**config.mk**
```make
export PLATFORM = sky130hd
export DESIGN_NAME = gait_phase_swing_scheduler_unit
export DESIGN_NICKNAME = d
export VERILOG_FILES = /design/src/hw/rtl/gpss_pkg.sv /design/src/hw/rtl/gpss_front.sv /design/src/hw/rtl/gpss_queue.sv /design/src/hw/rtl/gpss_back.sv /design/src/hw/rtl/gait_phase_swing_scheduler_unit.sv
export VERILOG_INCLUDE_DIRS = /design/src /design/src/hw/rtl
export SDC_FILE = /design/constraint.sdc
export NUM_CORES = 1
export LEC_CHECK = 0
export ABC_CLOCK_PERIOD_IN_PS = 21600
export BUFFER_PORTS_ARGS = -buffer_cell sky130_fd_sc_hd__clkbuf_2
export CORE_ASPECT_RATIO = 0.6
export CORE_UTILIZATION = 45
export CTS_BUF_LIST = sky130_fd_sc_hd__clkbuf_4 sky130_fd_sc_hd__clkbuf_8
export CTS_CLUSTER_SIZE = 10
export DETAILED_ROUTE_END_ITERATION = 10
export SYNTH_ARGS = -nofsm -noshare
export SYNTH_HDL_FRONTEND = slang
export SYNTH_SLANG_ARGS = --single-unit
```
**constraint.sdc**
```tcl
create_clock -name clk -period 21.6 [get_ports clk]
set_clock_uncertainty 0.1 [all_clocks]
set_input_delay 2.16 -clock clk [delete_from_list [all_inputs] [get_ports clk]]
set_output_delay 2.16 -clock clk [all_outputs]
set_load 0.01 [all_outputs]
```
**src/hw/rtl/assert_macros.svh**
```systemverilog
// Assertion helpers for the gait scheduler. Both expect clk and arst_n in scope.
`ifndef ASSERT_MACROS_SVH
`define ASSERT_MACROS_SVH

// The consequent holds in the same cycle as the antecedent.
`define ASSERT_SAME(label, ante, cons, msg) \
	label: assert property (@(posedge clk) disable iff (!arst_n) (ante) |-> (cons)) \
		else $error(msg);

// The consequent holds in the cycle after the antecedent.
`define ASSERT_NEXT(label, ante, cons, msg) \
	label: assert property (@(posedge clk) disable iff (!arst_n) (ante) |=> (cons)) \
		else $error(msg);

`endif

```
**src/hw/rtl/gpss_pkg.sv**
```systemverilog
package gpss_pkg;

	localparam int unsigned LEG_COUNT = 4;
	localparam int unsigned LEG_W = 2;
	localparam int unsigned MAX_WINDOWS_DEF = 8;
	localparam int unsigned TICK_W = 32;
	localparam int unsigned SPAN_W = 16;
	localparam int unsigned MODE_W = 2;
	localparam int unsigned ADDR_W = 5;
	localparam int unsigned DATA_W = 32;
	localparam int unsigned QUEUE_DEPTH = 2;

	localparam logic [2:0] REG_GAIT_MODE = 3'd0;
	localparam logic [2:0] REG_PERIOD = 3'd1;
	localparam logic [2:0] REG_STANCE = 3'd2;
	localparam logic [2:0] REG_HORIZON = 3'd3;
	localparam logic [2:0] REG_START = 3'd4;

	localparam logic [MODE_W-1:0] RST_GAIT_MODE = 2'd1;
	localparam logic [SPAN_W-1:0] RST_PERIOD = 16'd1000;
	localparam logic [SPAN_W-1:0] RST_STANCE = 16'd500;
	localparam logic [SPAN_W-1:0] RST_HORIZON = 16'd800;
	localparam logic [TICK_W-1:0] RST_START = 32'd0;

	localparam logic [LEG_W-1:0] LEG_FL = 2'd0;
	localparam logic [LEG_W-1:0] LEG_FR = 2'd1;
	localparam logic [LEG_W-1:0] LEG_RL = 2'd2;
	localparam logic [LEG_W-1:0] LEG_RR = 2'd3;

	typedef enum logic [MODE_W-1:0] {
		GAIT_STAND = 2'd0,
		GAIT_TROT = 2'd1,
		GAIT_BOUND = 2'd2
	} gait_mode_t;

	// Effective settings: period never zero, stance never above period.
	typedef struct packed {
		logic [MODE_W-1:0] mode;
		logic [SPAN_W-1:0] period;
		logic [SPAN_W-1:0] stance;
		logic [SPAN_W-1:0] horizon;
		logic [TICK_W-1:0] start;
	} cfg_t;

	typedef struct packed {
		logic [TICK_W-1:0] now;
		logic [SPAN_W-1:0] phase;
	} job_t;

	function automatic logic leg_offset(logic [MODE_W-1:0] mode, logic [LEG_W-1:0] leg);
		logic res;
		res = 1'b0;
		if (mode == GAIT_TROT) begin
			res = (leg == LEG_FR) || (leg == LEG_RL);
		end else if (mode == GAIT_BOUND) begin
			res = (leg == LEG_FL) || (leg == LEG_FR);
		end
		return res;
	endfunction

endpackage

```
**src/hw/rtl/gpss_front.sv**
```systemverilog
module gpss_front (
	input  logic                         clk,
	input  logic                         arst_n,
	input  logic                         in_valid,
	output logic                         in_ready,
	input  logic [gpss_pkg::TICK_W-1:0]  now_tick,
	input  gpss_pkg::cfg_t               cfg,
	output logic                         push_valid,
	input  logic                         push_ready,
	output gpss_pkg::job_t               push_job
);

	localparam int unsigned STEP_W = $clog2(gpss_pkg::TICK_W);

	typedef enum logic [1:0] {F_IDLE, F_DIV, F_FIX, F_PUSH} fstate_t;

	fstate_t                          state_q;
	logic [gpss_pkg::TICK_W-1:0]      now_q;
	logic [gpss_pkg::TICK_W-1:0]      mag_q;
	logic [gpss_pkg::SPAN_W-1:0]      rem_q;
	logic                             neg_q;
	logic [STEP_W-1:0]                step_q;
	gpss_pkg::job_t                   job_q;

	logic [gpss_pkg::TICK_W-1:0]      diff;
	logic [gpss_pkg::TICK_W-1:0]      mag_in;
	logic [gpss_pkg::SPAN_W:0]        rem_shift;
	logic [gpss_pkg::SPAN_W:0]        rem_next;

	always_comb begin
		diff = now_tick - cfg.start;
		mag_in = diff[gpss_pkg::TICK_W-1] ? (~diff + 1'b1) : diff;
		rem_shift = {rem_q, mag_q[gpss_pkg::TICK_W-1]};
		if (rem_shift >= {1'b0, cfg.period}) begin
			rem_next = rem_shift - {1'b0, cfg.period};
		end else begin
			rem_next = rem_shift;
		end
	end

	always_ff @(posedge clk or negedge arst_n) begin
		if (!arst_n) begin
			state_q <= F_IDLE;
		end else begin
			unique case (state_q)
				F_IDLE: begin
					if (in_valid) begin
						now_q <= now_tick;
						mag_q <= mag_in;
						neg_q <= diff[gpss_pkg::TICK_W-1];
						rem_q <= '0;
						step_q <= '0;
						state_q <= F_DIV;
					end
				end
				F_DIV: begin
					rem_q <= rem_next[gpss_pkg::SPAN_W-1:0];
					mag_q <= mag_q << 1;
					step_q <= step_q + 1'b1;
					if (step_q == STEP_W'(gpss_pkg::TICK_W - 1)) begin
						state_q <= F_FIX;
					end
				end
				F_FIX: begin
					job_q.now <= now_q;
					if (neg_q && (rem_q != '0)) begin
						job_q.phase <= cfg.period - rem_q;
					end else begin
						job_q.phase <= rem_q;
					end
					state_q <= F_PUSH;
				end
				F_PUSH: begin
					if (push_ready) begin
						state_q <= F_IDLE;
					end
				end
				default: state_q <= F_IDLE;
			endcase
		end
	end

	assign in_ready = (state_q == F_IDLE);
	assign push_valid = (state_q == F_PUSH);
	assign push_job = job_q;

endmodule

```
**src/hw/rtl/gpss_queue.sv**
```systemverilog
module gpss_queue (
	input  logic            clk,
	input  logic            arst_n,
	input  logic            push_valid,
	output logic            push_ready,
	input  gpss_pkg::job_t  push_job,
	output logic            pop_valid,
	input  logic            pop_ready,
	output gpss_pkg::job_t  pop_job
);

	localparam int unsigned DEPTH = gpss_pkg::QUEUE_DEPTH;
	localparam int unsigned PTR_W = (DEPTH > 1) ? $clog2(DEPTH) : 1;
	localparam int unsigned CNT_W = $clog2(DEPTH + 1);

	gpss_pkg::job_t      mem_q [DEPTH];
	logic [PTR_W-1:0]    wr_ptr_q;
	logic [PTR_W-1:0]    rd_ptr_q;
	logic [CNT_W-1:0]    count_q;
	logic                do_push;
	logic                do_pop;

	assign push_ready = (count_q != CNT_W'(DEPTH));
	assign pop_valid = (count_q != '0);
	assign do_push = push_valid && push_ready;
	assign do_pop = pop_valid && pop_ready;
	assign pop_job = mem_q[rd_ptr_q];

	always_ff @(posedge clk) begin
		if (do_push) begin
			mem_q[wr_ptr_q] <= push_job;
		end
	end

	always_ff @(posedge clk or negedge arst_n) begin
		if (!arst_n) begin
			wr_ptr_q <= '0;
			rd_ptr_q <= '0;
			count_q <= '0;
		end else begin
			if (do_push) begin
				wr_ptr_q <= (wr_ptr_q == PTR_W'(DEPTH - 1)) ? '0 : wr_ptr_q + 1'b1;
			end
			if (do_pop) begin
				rd_ptr_q <= (rd_ptr_q == PTR_W'(DEPTH - 1)) ? '0 : rd_ptr_q + 1'b1;
			end
			if (do_push && !do_pop) begin
				count_q <= count_q + 1'b1;
			end else if (do_pop && !do_push) begin
				count_q <= count_q - 1'b1;
			end
		end
	end

endmodule

```
**src/hw/rtl/gpss_back.sv**
```systemverilog
module gpss_back #(
	parameter int unsigned MAX_WINDOWS = gpss_pkg::MAX_WINDOWS_DEF
) (
	input  logic                         clk,
	input  logic                         arst_n,
	input  logic                         pop_valid,
	output logic                         pop_ready,
	input  gpss_pkg::job_t               pop_job,
	input  gpss_pkg::cfg_t               cfg,
	output logic                         out_valid,
	input  logic                         out_ready,
	output logic [gpss_pkg::LEG_W-1:0]   leg,
	output logic                         in_contact,
	output logic                         window_valid,
	output logic [gpss_pkg::TICK_W-1:0]  swing_begin,
	output logic [gpss_pkg::TICK_W-1:0]  swing_finish,
	output logic                         windows_dropped,
	output logic                         last_of_leg,
	output logic                         last
);

	localparam int unsigned CNT_W = $clog2(MAX_WINDOWS + 1);
	localparam int unsigned CUR_W = gpss_pkg::SPAN_W + 2;
	localparam int unsigned CUT_W = CUR_W + CNT_W;

	typedef enum logic [1:0] {B_IDLE, B_PHASE, B_SETUP, B_EMIT} bstate_t;

	bstate_t                        state_q;
	gpss_pkg::job_t                 job_q;
	logic [gpss_pkg::LEG_W-1:0]     leg_q;
	logic [gpss_pkg::SPAN_W-1:0]    lp_q;
	logic                           contact_q;
	logic                           ongoing_q;
	logic                           none_q;
	logic                           dropped_q;
	logic [CUR_W-1:0]               cur_q;
	logic [CNT_W-1:0]               cnt_q;

	logic                           out_valid_q;
	logic [gpss_pkg::LEG_W-1:0]     leg_out_q;
	logic                           contact_out_q;
	logic                           wvalid_q;
	logic [gpss_pkg::TICK_W-1:0]    begin_q;
	logic [gpss_pkg::TICK_W-1:0]    finish_q;
	logic                           dropped_out_q;
	logic                           last_leg_q;
	logic                           last_q;

	logic [gpss_pkg::SPAN_W:0]      lp_sum;
	logic [gpss_pkg::SPAN_W:0]      lp_wrap;
	logic                           contact;
	logic [CUR_W-1:0]               c0;
	logic [CUT_W-1:0]               cutoff;
	logic [CUR_W-1:0]               end_raw;
	logic [CUR_W-1:0]               end_clip;
	logic [CUR_W-1:0]               next_cur;
	logic [CUR_W-1:0]               horizon_ext;
	logic                           has_next;
	logic                           fire;
	logic                           leg_done;
	logic [gpss_pkg::TICK_W-1:0]    begin_val;
	logic [gpss_pkg::TICK_W-1:0]    finish_val;

	always_comb begin
		horizon_ext = CUR_W'(cfg.horizon);
		lp_sum = {1'b0, job_q.phase};
		if (gpss_pkg::leg_offset(cfg.mode, leg_q)) begin
			lp_sum = {1'b0, job_q.phase} + {2'b00, cfg.period[gpss_pkg::SPAN_W-1:1]};
		end
		lp_wrap = (lp_sum >= {1'b0, cfg.period}) ? lp_sum - {1'b0, cfg.period} : lp_sum;

		contact = (lp_q < cfg.stance);
		if (contact) begin
			c0 = CUR_W'(cfg.stance) - CUR_W'(lp_q);
			cutoff = CUT_W'(c0) + CUT_W'(MAX_WINDOWS) * CUT_W'(cfg.period);
		end else begin
			c0 = CUR_W'(cfg.period) - CUR_W'(lp_q) + CUR_W'(cfg.stance);
			cutoff = CUT_W'(c0) + CUT_W'(MAX_WINDOWS - 1) * CUT_W'(cfg.period);
		end

		end_raw = cur_q + CUR_W'(cfg.period) - CUR_W'(cfg.stance);
		end_clip = (end_raw < horizon_ext) ? end_raw : horizon_ext;
		next_cur = ongoing_q ? cur_q : cur_q + CUR_W'(cfg.period);
		has_next = (CNT_W'(cnt_q + 1'b1) < CNT_W'(MAX_WINDOWS)) && (next_cur < horizon_ext);
		leg_done = none_q || !has_next;
		fire = (state_q == B_EMIT) && (!out_valid_q || out_ready);

		if (none_q) begin
			begin_val = '0;
			finish_val = '0;
		end else if (ongoing_q) begin
			begin_val = job_q.now - gpss_pkg::TICK_W'(lp_q - cfg.stance);
			finish_val = job_q.now + gpss_pkg::TICK_W'(cfg.period - lp_q);
		end else begin
			begin_val = job_q.now + gpss_pkg::TICK_W'(cur_q);
			finish_val = job_q.now + gpss_pkg::TICK_W'(end_clip);
		end
	end

	always_ff @(posedge clk or negedge arst_n) begin
		if (!arst_n) begin
			state_q <= B_IDLE;
			out_valid_q <= 1'b0;
		end else begin
			if (out_valid_q && out_ready && !fire) begin
				out_valid_q <= 1'b0;
			end
			unique case (state_q)
				B_IDLE: begin
					if (pop_valid) begin
						job_q <= pop_job;
						leg_q <= '0;
						state_q <= B_PHASE;
					end
				end
				B_PHASE: begin
					lp_q <= lp_wrap[gpss_pkg::SPAN_W-1:0];
					state_q <= B_SETUP;
				end
				B_SETUP: begin
					contact_q <= contact;
					ongoing_q <= !contact;
					none_q <= contact && (c0 >= horizon_ext);
					dropped_q <= (cutoff < CUT_W'(cfg.horizon));
					cur_q <= c0;
					cnt_q <= '0;
					state_q <= B_EMIT;
				end
				B_EMIT: begin
					if (fire) begin
						out_valid_q <= 1'b1;
						leg_out_q <= leg_q;
						contact_out_q <= contact_q;
						wvalid_q <= !none_q;
						begin_q <= begin_val;
						finish_q <= finish_val;
						dropped_out_q <= dropped_q;
						last_leg_q <= leg_done;
						last_q <= leg_done && (leg_q == gpss_pkg::LEG_W'(gpss_pkg::LEG_COUNT - 1));
						if (leg_done) begin
							if (leg_q == gpss_pkg::LEG_W'(gpss_pkg::LEG_COUNT - 1)) begin
								state_q <= B_IDLE;
							end else begin
								leg_q <= leg_q + 1'b1;
								state_q <= B_PHASE;
							end
						end else begin
							ongoing_q <= 1'b0;
							cur_q <= next_cur;
							cnt_q <= cnt_q + 1'b1;
						end
					end
				end
				default: state_q <= B_IDLE;
			endcase
		end
	end

	assign pop_ready = (state_q == B_IDLE);
	assign out_valid = out_valid_q;
	assign leg = leg_out_q;
	assign in_contact = contact_out_q;
	assign window_valid = wvalid_q;
	assign swing_begin = begin_q;
	assign swing_finish = finish_q;
	assign windows_dropped = dropped_out_q;
	assign last_of_leg = last_leg_q;
	assign last = last_q;

endmodule

```
**src/hw/rtl/gait_phase_swing_scheduler_unit.sv**
```systemverilog
// Gait scheduler: for each now_tick beat it emits, leg by leg in the order FL, FR, RL, RR,
// between four and 4*MAX_WINDOWS_PER_LEG result beats, at most one per cycle.
// The front end takes a beat and then works out the gait phase, mostly a bit-serial
// remainder that retires one bit of the 32-bit elapsed time per cycle; in_ready is low
// meanwhile. A two-entry queue holds finished phases, so the next beat's phase is worked out
// while the back end still emits. The back end takes a phase from the queue, passes each
// leg through a phase and a setup state, and emits one result per cycle while out_ready is
// high. Registers must be written over APB only while the block is idle; the block itself
// does not enforce this, and there is no clearing pass after reset.
`include "assert_macros.svh"

module gait_phase_swing_scheduler_unit #(
	parameter int unsigned MAX_WINDOWS_PER_LEG = gpss_pkg::MAX_WINDOWS_DEF
) (
	input  logic                         clk,
	input  logic                         arst_n,
	input  logic                         psel,
	input  logic                         penable,
	input  logic                         pwrite,
	input  logic [gpss_pkg::ADDR_W-1:0]  paddr,
	input  logic [gpss_pkg::DATA_W-1:0]  pwdata,
	output logic [gpss_pkg::DATA_W-1:0]  prdata,
	output logic                         pready,
	input  logic                         in_valid,
	output logic                         in_ready,
	input  logic [gpss_pkg::TICK_W-1:0]  now_tick,
	output logic                         out_valid,
	input  logic                         out_ready,
	output logic [gpss_pkg::LEG_W-1:0]   leg,
	output logic                         in_contact,
	output logic                         window_valid,
	output logic [gpss_pkg::TICK_W-1:0]  swing_begin,
	output logic [gpss_pkg::TICK_W-1:0]  swing_finish,
	output logic                         windows_dropped,
	output logic                         last_of_leg,
	output logic                         last
);

	logic [gpss_pkg::MODE_W-1:0]  mode_q;
	logic [gpss_pkg::SPAN_W-1:0]  period_q;
	logic [gpss_pkg::SPAN_W-1:0]  stance_q;
	logic [gpss_pkg::SPAN_W-1:0]  horizon_q;
	logic [gpss_pkg::TICK_W-1:0]  start_q;
	logic [2:0]                   reg_idx;
	logic                         wr_en;
	logic [gpss_pkg::SPAN_W-1:0]  period_eff;
	gpss_pkg::cfg_t               cfg;
	logic                         push_valid;
	logic                         push_ready;
	gpss_pkg::job_t               push_job;
	logic                         pop_valid;
	logic                         pop_ready;
	gpss_pkg::job_t               pop_job;

	assign reg_idx = paddr[gpss_pkg::ADDR_W-1:2];
	assign wr_en = psel && penable && pwrite && pready;
	assign pready = 1'b1;

	always_ff @(posedge clk or negedge arst_n) begin
		if (!arst_n) begin
			mode_q <= gpss_pkg::RST_GAIT_MODE;
			period_q <= gpss_pkg::RST_PERIOD;
			stance_q <= gpss_pkg::RST_STANCE;
			horizon_q <= gpss_pkg::RST_HORIZON;
			start_q <= gpss_pkg::RST_START;
		end else if (wr_en) begin
			unique case (reg_idx)
				gpss_pkg::REG_GAIT_MODE: mode_q <= pwdata[gpss_pkg::MODE_W-1:0];
				gpss_pkg::REG_PERIOD: period_q <= pwdata[gpss_pkg::SPAN_W-1:0];
				gpss_pkg::REG_STANCE: stance_q <= pwdata[gpss_pkg::SPAN_W-1:0];
				gpss_pkg::REG_HORIZON: horizon_q <= pwdata[gpss_pkg::SPAN_W-1:0];
				gpss_pkg::REG_START: start_q <= pwdata;
				default: ;
			endcase
		end
	end

	always_comb begin
		unique case (reg_idx)
			gpss_pkg::REG_GAIT_MODE: prdata = gpss_pkg::DATA_W'(mode_q);
			gpss_pkg::REG_PERIOD: prdata = gpss_pkg::DATA_W'(period_q);
			gpss_pkg::REG_STANCE: prdata = gpss_pkg::DATA_W'(stance_q);
			gpss_pkg::REG_HORIZON: prdata = gpss_pkg::DATA_W'(horizon_q);
			gpss_pkg::REG_START: prdata = start_q;
			default: prdata = '0;
		endcase
	end

	always_comb begin
		period_eff = (period_q == '0) ? gpss_pkg::SPAN_W'(1) : period_q;
		cfg.mode = mode_q;
		cfg.period = period_eff;
		cfg.stance = (stance_q > period_eff) ? period_eff : stance_q;
		cfg.horizon = horizon_q;
		cfg.start = start_q;
	end

	gpss_front u_front (
		.clk        (clk),
		.arst_n     (arst_n),
		.in_valid   (in_valid),
		.in_ready   (in_ready),
		.now_tick   (now_tick),
		.cfg        (cfg),
		.push_valid (push_valid),
		.push_ready (push_ready),
		.push_job   (push_job)
	);

	gpss_queue u_queue (
		.clk        (clk),
		.arst_n     (arst_n),
		.push_valid (push_valid),
		.push_ready (push_ready),
		.push_job   (push_job),
		.pop_valid  (pop_valid),
		.pop_ready  (pop_ready),
		.pop_job    (pop_job)
	);

	gpss_back #(
		.MAX_WINDOWS (MAX_WINDOWS_PER_LEG)
	) u_back (
		.clk             (clk),
		.arst_n          (arst_n),
		.pop_valid       (pop_valid),
		.pop_ready       (pop_ready),
		.pop_job         (pop_job),
		.cfg             (cfg),
		.out_valid       (out_valid),
		.out_ready       (out_ready),
		.leg             (leg),
		.in_contact      (in_contact),
		.window_valid    (window_valid),
		.swing_begin     (swing_begin),
		.swing_finish    (swing_finish),
		.windows_dropped (windows_dropped),
		.last_of_leg     (last_of_leg),
		.last            (last)
	);

	`ASSERT_SAME(a_last_ends_leg, out_valid && last, last_of_leg && (leg == gpss_pkg::LEG_RR), "final beat must close the last leg")
	`ASSERT_SAME(a_empty_single, out_valid && !window_valid, last_of_leg, "a leg without windows gives one beat")
	`ASSERT_SAME(a_empty_zero, out_valid && !window_valid, (swing_begin == '0) && (swing_finish == '0), "empty window must read zero")
	`ASSERT_NEXT(a_front_busy, in_valid && in_ready, !in_ready, "front end must be busy after taking a beat")

endmodule

```
# After elaboration in Yosys (flattened, before gate mapping)
# Memory sizes are Yosys's and may differ from the RTL's. A register that Yosys moved wholly into a read port is not among the register bits.
# Index checks and enable logic that the tools add are counted.
# word_totals
register_bits	340
elab_cells	202
mem_bits_rw	96
memories	1
output_inout_bits	106
in_bits	76
# classes
bitwise_logic	1
mux	54
n_reduce_logical	51
eq_ne	25
addsub	26
mul	1
magnitude_cmp	9
# memory_table
name	words	width	read_ports	rd_ports_with_merged_regs	write_ports	line	source
u_queue.mem_q	2	48	1	1	1	gpss_queue.sv:16	gpss_pkg::job_t mem_q [DEPTH];
# ops
operator	count
one-hot mux 32 bit (5 select lines)	1
two-way mux 32 bit	4
two-way mux 16 bit	6
two-way mux 18 bit	5
subtractor 16 x 16 -> 17 bit	4
adder 32 x 18 -> 32 bit	2
one-hot mux 32 bit (2 select lines)	1
subtractor 32 bit	2
subtractor 16 bit	3
adder 18 x 19 -> 20 bit	2
adder 18 x 16 -> 18 bit	2
< comparator 18 x 16 -> 1 bit	2
one-hot mux 18 bit (2 select lines)	1
>= comparator 17 x 16 -> 1 bit	2
adder 32 x 1 -> 32 bit, second input constant	1
adder 32 bit	1
inverter 32 bit	1
one-hot mux 16 bit (2 select lines)	1
two-way mux 2 bit	12
< comparator 22 x 16 -> 1 bit	1
two-way mux 22 bit	1
multiplier 3 x 16 -> 19 bit, first input constant	1
>= comparator 18 x 16 -> 1 bit	1
AND reduction 3 bit	6
other kinds (38)	104

# Depth between registers and ports, before layout
# depth
ltp_word	11
ltp_mapped	51
ltp_nobuf	49

# Hierarchy
# A second synthesis with hierarchy kept.
# unflattened
hier_cells	3892
area_unflattened_um2	38231.7
# by_module_without_submodules
mod	cells_each	area_per_inst_um2	seq_area_each_um2	instances
gpss_back	2299	20274.4	4969.8	1
gpss_front	949	9447.8	4073.9	1
gait_phase_swing_scheduler_unit	477	4805.9	2072.0	1
gpss_queue	167	3703.6	2982.9	1

# Worst setup path before layout
# OpenSTA, ideal clock, no wires.
# synth_path
kind	register to register
startpoint	register period_q[1] in the netlist's numbering
endpoint	register u_back.finish_q (netlist bit u_back.swing_finish[30]), data pin
path_stages_with_launch	48
slack_ps	11701
arrival_time_ps	9533
setup_ps	266
synth_period_minus_slack_ps	9899
path_cell_list	dfrtp_1 clkbuf_2 inv_1 and4_1 nand3_2 nand2_1 ha_1 and4_1 a21oi_1 o221ai_1 a211oi_2 buf_2 o21ai_0 a21boi_1 ha_1 inv_1 o41ai_1 a211oi_2 (+12 left out) nor3b_1 a221o_1 ha_1 fa_1 a21o_1 a21oi_1 o21bai_1 a21oi_1 o21ai_0 a211oi_1 o211ai_1 a41o_1 a21o_1 a31o_2 a311oi_1 o21bai_1 xnor2_1 nor2_1
# synth_via
elab_chain_len	9
# synth_rtl
element	line	source
from (decl)	gait_phase_swing_scheduler_unit.sv:40	logic [gpss_pkg::SPAN_W-1:0] period_q;
from (signal assigned)	gait_phase_swing_scheduler_unit.sv:62	period_q <= gpss_pkg::RST_PERIOD;
from (signal assigned)	gait_phase_swing_scheduler_unit.sv:69	gpss_pkg::REG_PERIOD: period_q <= pwdata[gpss_pkg::SPAN_W-1:0];
zero test 16 bit	gait_phase_swing_scheduler_unit.sv:90	period_eff = (period_q == '0) ? gpss_pkg::SPAN_W'(1) : period_q;
two-way mux 16 bit *	gait_phase_swing_scheduler_unit.sv:90	
> comparator 16 bit	gait_phase_swing_scheduler_unit.sv:93	cfg.stance = (stance_q > period_eff) ? period_eff : stance_q;
two-way mux 16 bit	gait_phase_swing_scheduler_unit.sv:93	
subtractor 18 x 16 -> 18 bit	gpss_back.sv:81	end_raw = cur_q + CUR_W'(cfg.period) - CUR_W'(cfg.stance);
< comparator 18 x 16 -> 1 bit	gpss_back.sv:82	end_clip = (end_raw < horizon_ext) ? end_raw : horizon_ext;
two-way mux 18 bit	gpss_back.sv:82	
adder 32 x 18 -> 32 bit	gpss_back.sv:96	finish_val = job_q.now + gpss_pkg::TICK_W'(end_clip);
two-way mux 32 bit *	gpss_back.sv:91	end else if (ongoing_q) begin
to (signal assigned)	gpss_back.sv:136	finish_q <= finish_val;
to (decl)	gpss_back.sv:44	logic [gpss_pkg::TICK_W-1:0] finish_q;
# Every way passes the cells marked *; elsewhere a longest branch is shown, timed or not.
# A chain may end at the register's enable or synchronous reset.

# Worst setup path after layout
# layout_path
startpoint	register period_q[2] in the netlist's numbering
endpoint	register u_back.finish_q (netlist bit u_back.swing_finish[30]), data pin
# Same word-level chain as after synthesis.

==> results.sh <==
export IMPL_status="completed"
export IMPL_grt_max_degree=66
export IMPL_routed_wl_mm=115
export IMPL_slew_viol_final=0
export IMPL_wl_met3_mm=14.0
export IMPL_clockBufferDepth=3
export IMPL_synth_seq_cells=484
export IMPL_synthesis_area_um2=35900
export IMPL_wl_met2_mm=40.5
export IMPL_reg2reg_slack_ns=8.31
export IMPL_crit_path_max_incr_delay_ns=0.76
export IMPL_area_growth_pct=11.0
export IMPL_cts_root_buf="clkbuf_8"
export IMPL_reg2reg_to="u_back.swing_finish[30]$_SDFFCE_PP0P_"
export IMPL_reg2reg_from="period_q[2]$_DFFE_PN0P_"
export IMPL_synth_main_ff_cell="edfxtp_1"
export IMPL_finalCritPeriodShare_pct=61.5
export IMPL_holdBufCountCts=0
export IMPL_drive_above_1_share_pct=14.9
export IMPL_grt_pass1_vias=26200
export IMPL_synth_warnings=0
export IMPL_fmax_mhz=75.3
export IMPL_rsz0062_at_grt="false"
export IMPL_wl_met1_mm=58.5
export IMPL_drv_cap=0
export IMPL_dr_max_layer_used="met4"
export IMPL_hold_violations=0
export IMPL_path_max_fanout=19
export IMPL_core_area_um2=78300
export IMPL_routedWlPerCell_um=23.1
export IMPL_worstMarginPinSlew_ns=1.10
export IMPL_post_synth_num_cell_types=104
export IMPL_dp_hpwl_mm=91.5
export IMPL_fin_nets=4359
export IMPL_synthArstFlopShare_pct=18.8
export IMPL_critPathMostFrequentCell="ha_1"
export IMPL_path_clk_slew_ns=0.06
export IMPL_finalCriticalPeriod_ns=13.29
export IMPL_clock_latency_ns=0.79
export IMPL_crit_start="period_q[2]$_DFFE_PN0P_"
export IMPL_start_kind="flip-flop"
export IMPL_place_congestion=0.986
export IMPL_grt_pass1_wl_mm=171
export IMPL_cts_buffers=78
export IMPL_synth_seq_area_share_pct=39.2
export IMPL_critical_path_class="reg -> reg"
export IMPL_cts_tree="done"
export IMPL_io_pin_count=182
export IMPL_antenna_found_initial=4
export IMPL_initial_core_util_pct=45.9
export IMPL_viasPerCell=5.72
export IMPL_grtUsageTotal_pct=28.2
export IMPL_worstPathRequired_ns=21.97
export IMPL_avgSynthCellArea_um2=9.81
export IMPL_vias=28500
export IMPL_numClockSinks=484
export IMPL_fp_dieH_um=221
export IMPL_finalSetupViolCount=0
export IMPL_row_count=79
export IMPL_slowest_stage="a211oi_2"
export IMPL_rr_worst_depth=45
export IMPL_synth_edf_count=393
export IMPL_grt_ovfl_total=0
export IMPL_first_pass_iters=6
export IMPL_hp_class="reg -> reg"
export IMPL_cts_htree_levels=3
export IMPL_syn_nets=4156
export IMPL_fillers=7277
export IMPL_final_cell_mix="393 x edfxtp_1, 376 x ha_1, 315 x nand2_1, 290 x nor2_1, 272 x o21ai_0"
export IMPL_io_buffers=178
export IMPL_post_cts_buffers=0
export IMPL_antenna_left=0
export IMPL_fin_setup_tns_ns=0
export IMPL_cts_resized=0
export IMPL_dieArea_um2=81100
export IMPL_drtIter0Drc=3146
export IMPL_crit_end="u_back.swing_finish[30]$_SDFFCE_PP0P_"
export IMPL_drcViolationCount=0
export IMPL_final_common_cell="edfxtp_1"
export IMPL_die_w_um=367
export IMPL_synth_cells=3664
export IMPL_end_kind="flip-flop"
export IMPL_slew_headroom_pct=26.8
export IMPL_cp_arrival_ns=13.66
==> metrics by stage <==
stage	hold WS, ns	setup slack, ns	utilization (%)	std cells	cell area, um2
final	0.308	8.31	51.0	4987	39900
after global routing	0.315	7.31	51.0	4984	39900
after CTS	0.301	8.60	50.9	4983	39900
after detailed placement	0.305	8.66	48.7	4840	38200
after global placement	0.301	8.76	48.7	4840	38200
after floorplan	0.300	11.70	-	3664	35900
==> layer usage <==
metal / vias up / global-route usage, %
li1: 13700 / -
met1: 13600 / 45.4
met2: 1111 / 33.9
met3: 116 / 10.4
met4: 0 / 6.61
met5: - / 0
==> layout make-up <==
cell class,instances,area [um2],share of cell area [%]
multi-input cells,2812,20500,51.3
flip-flops and latches,484,14100,35.3
clock buffers,109,1360,3.42
repair buffers,236,1330,3.33
well taps,1053,1320,3.30
inverters,255,958,2.40
clock inverters,34,360,0.903
diodes,4,10.0,0.0251
==> cell usage after synthesis, types with 30 or more instances <==
master	instances	area (um2)
nor3_1	56	280
nand2b_1	39	244
xnor2_1	167	1460
a21o_1	84	631
o21ai_0	274	1370
fa_1	40	801
inv_1	250	938
mux2_2	123	1390
a21oi_1	260	1300
nor2b_1	50	313
xor2_1	101	885
and3_1	40	250
clkbuf_1	81	304
nor2_1	293	1100
edfxtp_1	393	11800
a211oi_1	30	225
ha_1	376	4700
dfrtp_1	75	1880
o21a_1	46	345
nand3_1	44	220
o21bai_1	37	278
nand2_1	315	1180
==> worst min path at each step <==
| stage | start | endpoint | slack (ns) | cells past startpoint |
|---|---|---|---|---|
| floorplan | u_back.contact_q$_DFFE_PP_ | u_back.in_contact$_DFFE_PP_ | 0.30 | 0 |
| global placement | u_front.now_q[1]$_DFFE_PP_ | u_front.push_job[17]$_DFFE_PP_ | 0.30 | 0 |
| detailed placement | u_front.now_q[24]$_DFFE_PP_ | u_front.push_job[40]$_DFFE_PP_ | 0.30 | 0 |
| CTS | u_front.now_q[24]$_DFFE_PP_ | u_front.push_job[40]$_DFFE_PP_ | 0.30 | 0 |
| global route | u_front.now_q[28]$_DFFE_PP_ | u_front.push_job[44]$_DFFE_PP_ | 0.31 | 0 |
| finish | u_front.now_q[28]$_DFFE_PP_ | u_front.push_job[44]$_DFFE_PP_ | 0.31 | 0 |
==> logic make-up after synthesis <==
logic type,synth area share [%]
flops,39.2
compound gates,16.8
other cells,0.0104
buf+inv,3.98
xor+xnor,6.67
fa+ha+maj,15.4
simple gates,13.2
mux,4.73
==> worst max-delay path: cells and delay by family (launching register included) <==
family | cells | cell delay (ns)
adder cells (fa/ha/maj) | 6 | 1.83
buffers and inverters | 3 | 0.42
XOR/XNOR | 1 | 0.15
AND/OR/NAND/NOR | 10 | 2.58
flip-flops | 1 | 0.43
AO/OA/AOI/OAI | 25 | 7.47
==> flip-flops by register name, indices dropped and copies added (netlist names), 18 cells and up <==
name                 count
u_back.swing_finish     32
u_back.swing_begin      32
start_q                 32
u_front.push_job        48
u_front.now_q           32
u_queue.mem_q           96
u_back.job_q            48
u_front.mag_q           32
u_back.cur_q            18
Power is not shown: default switching activity piles up to over one toggle a cycle in this logic, so the estimate is an artifact.
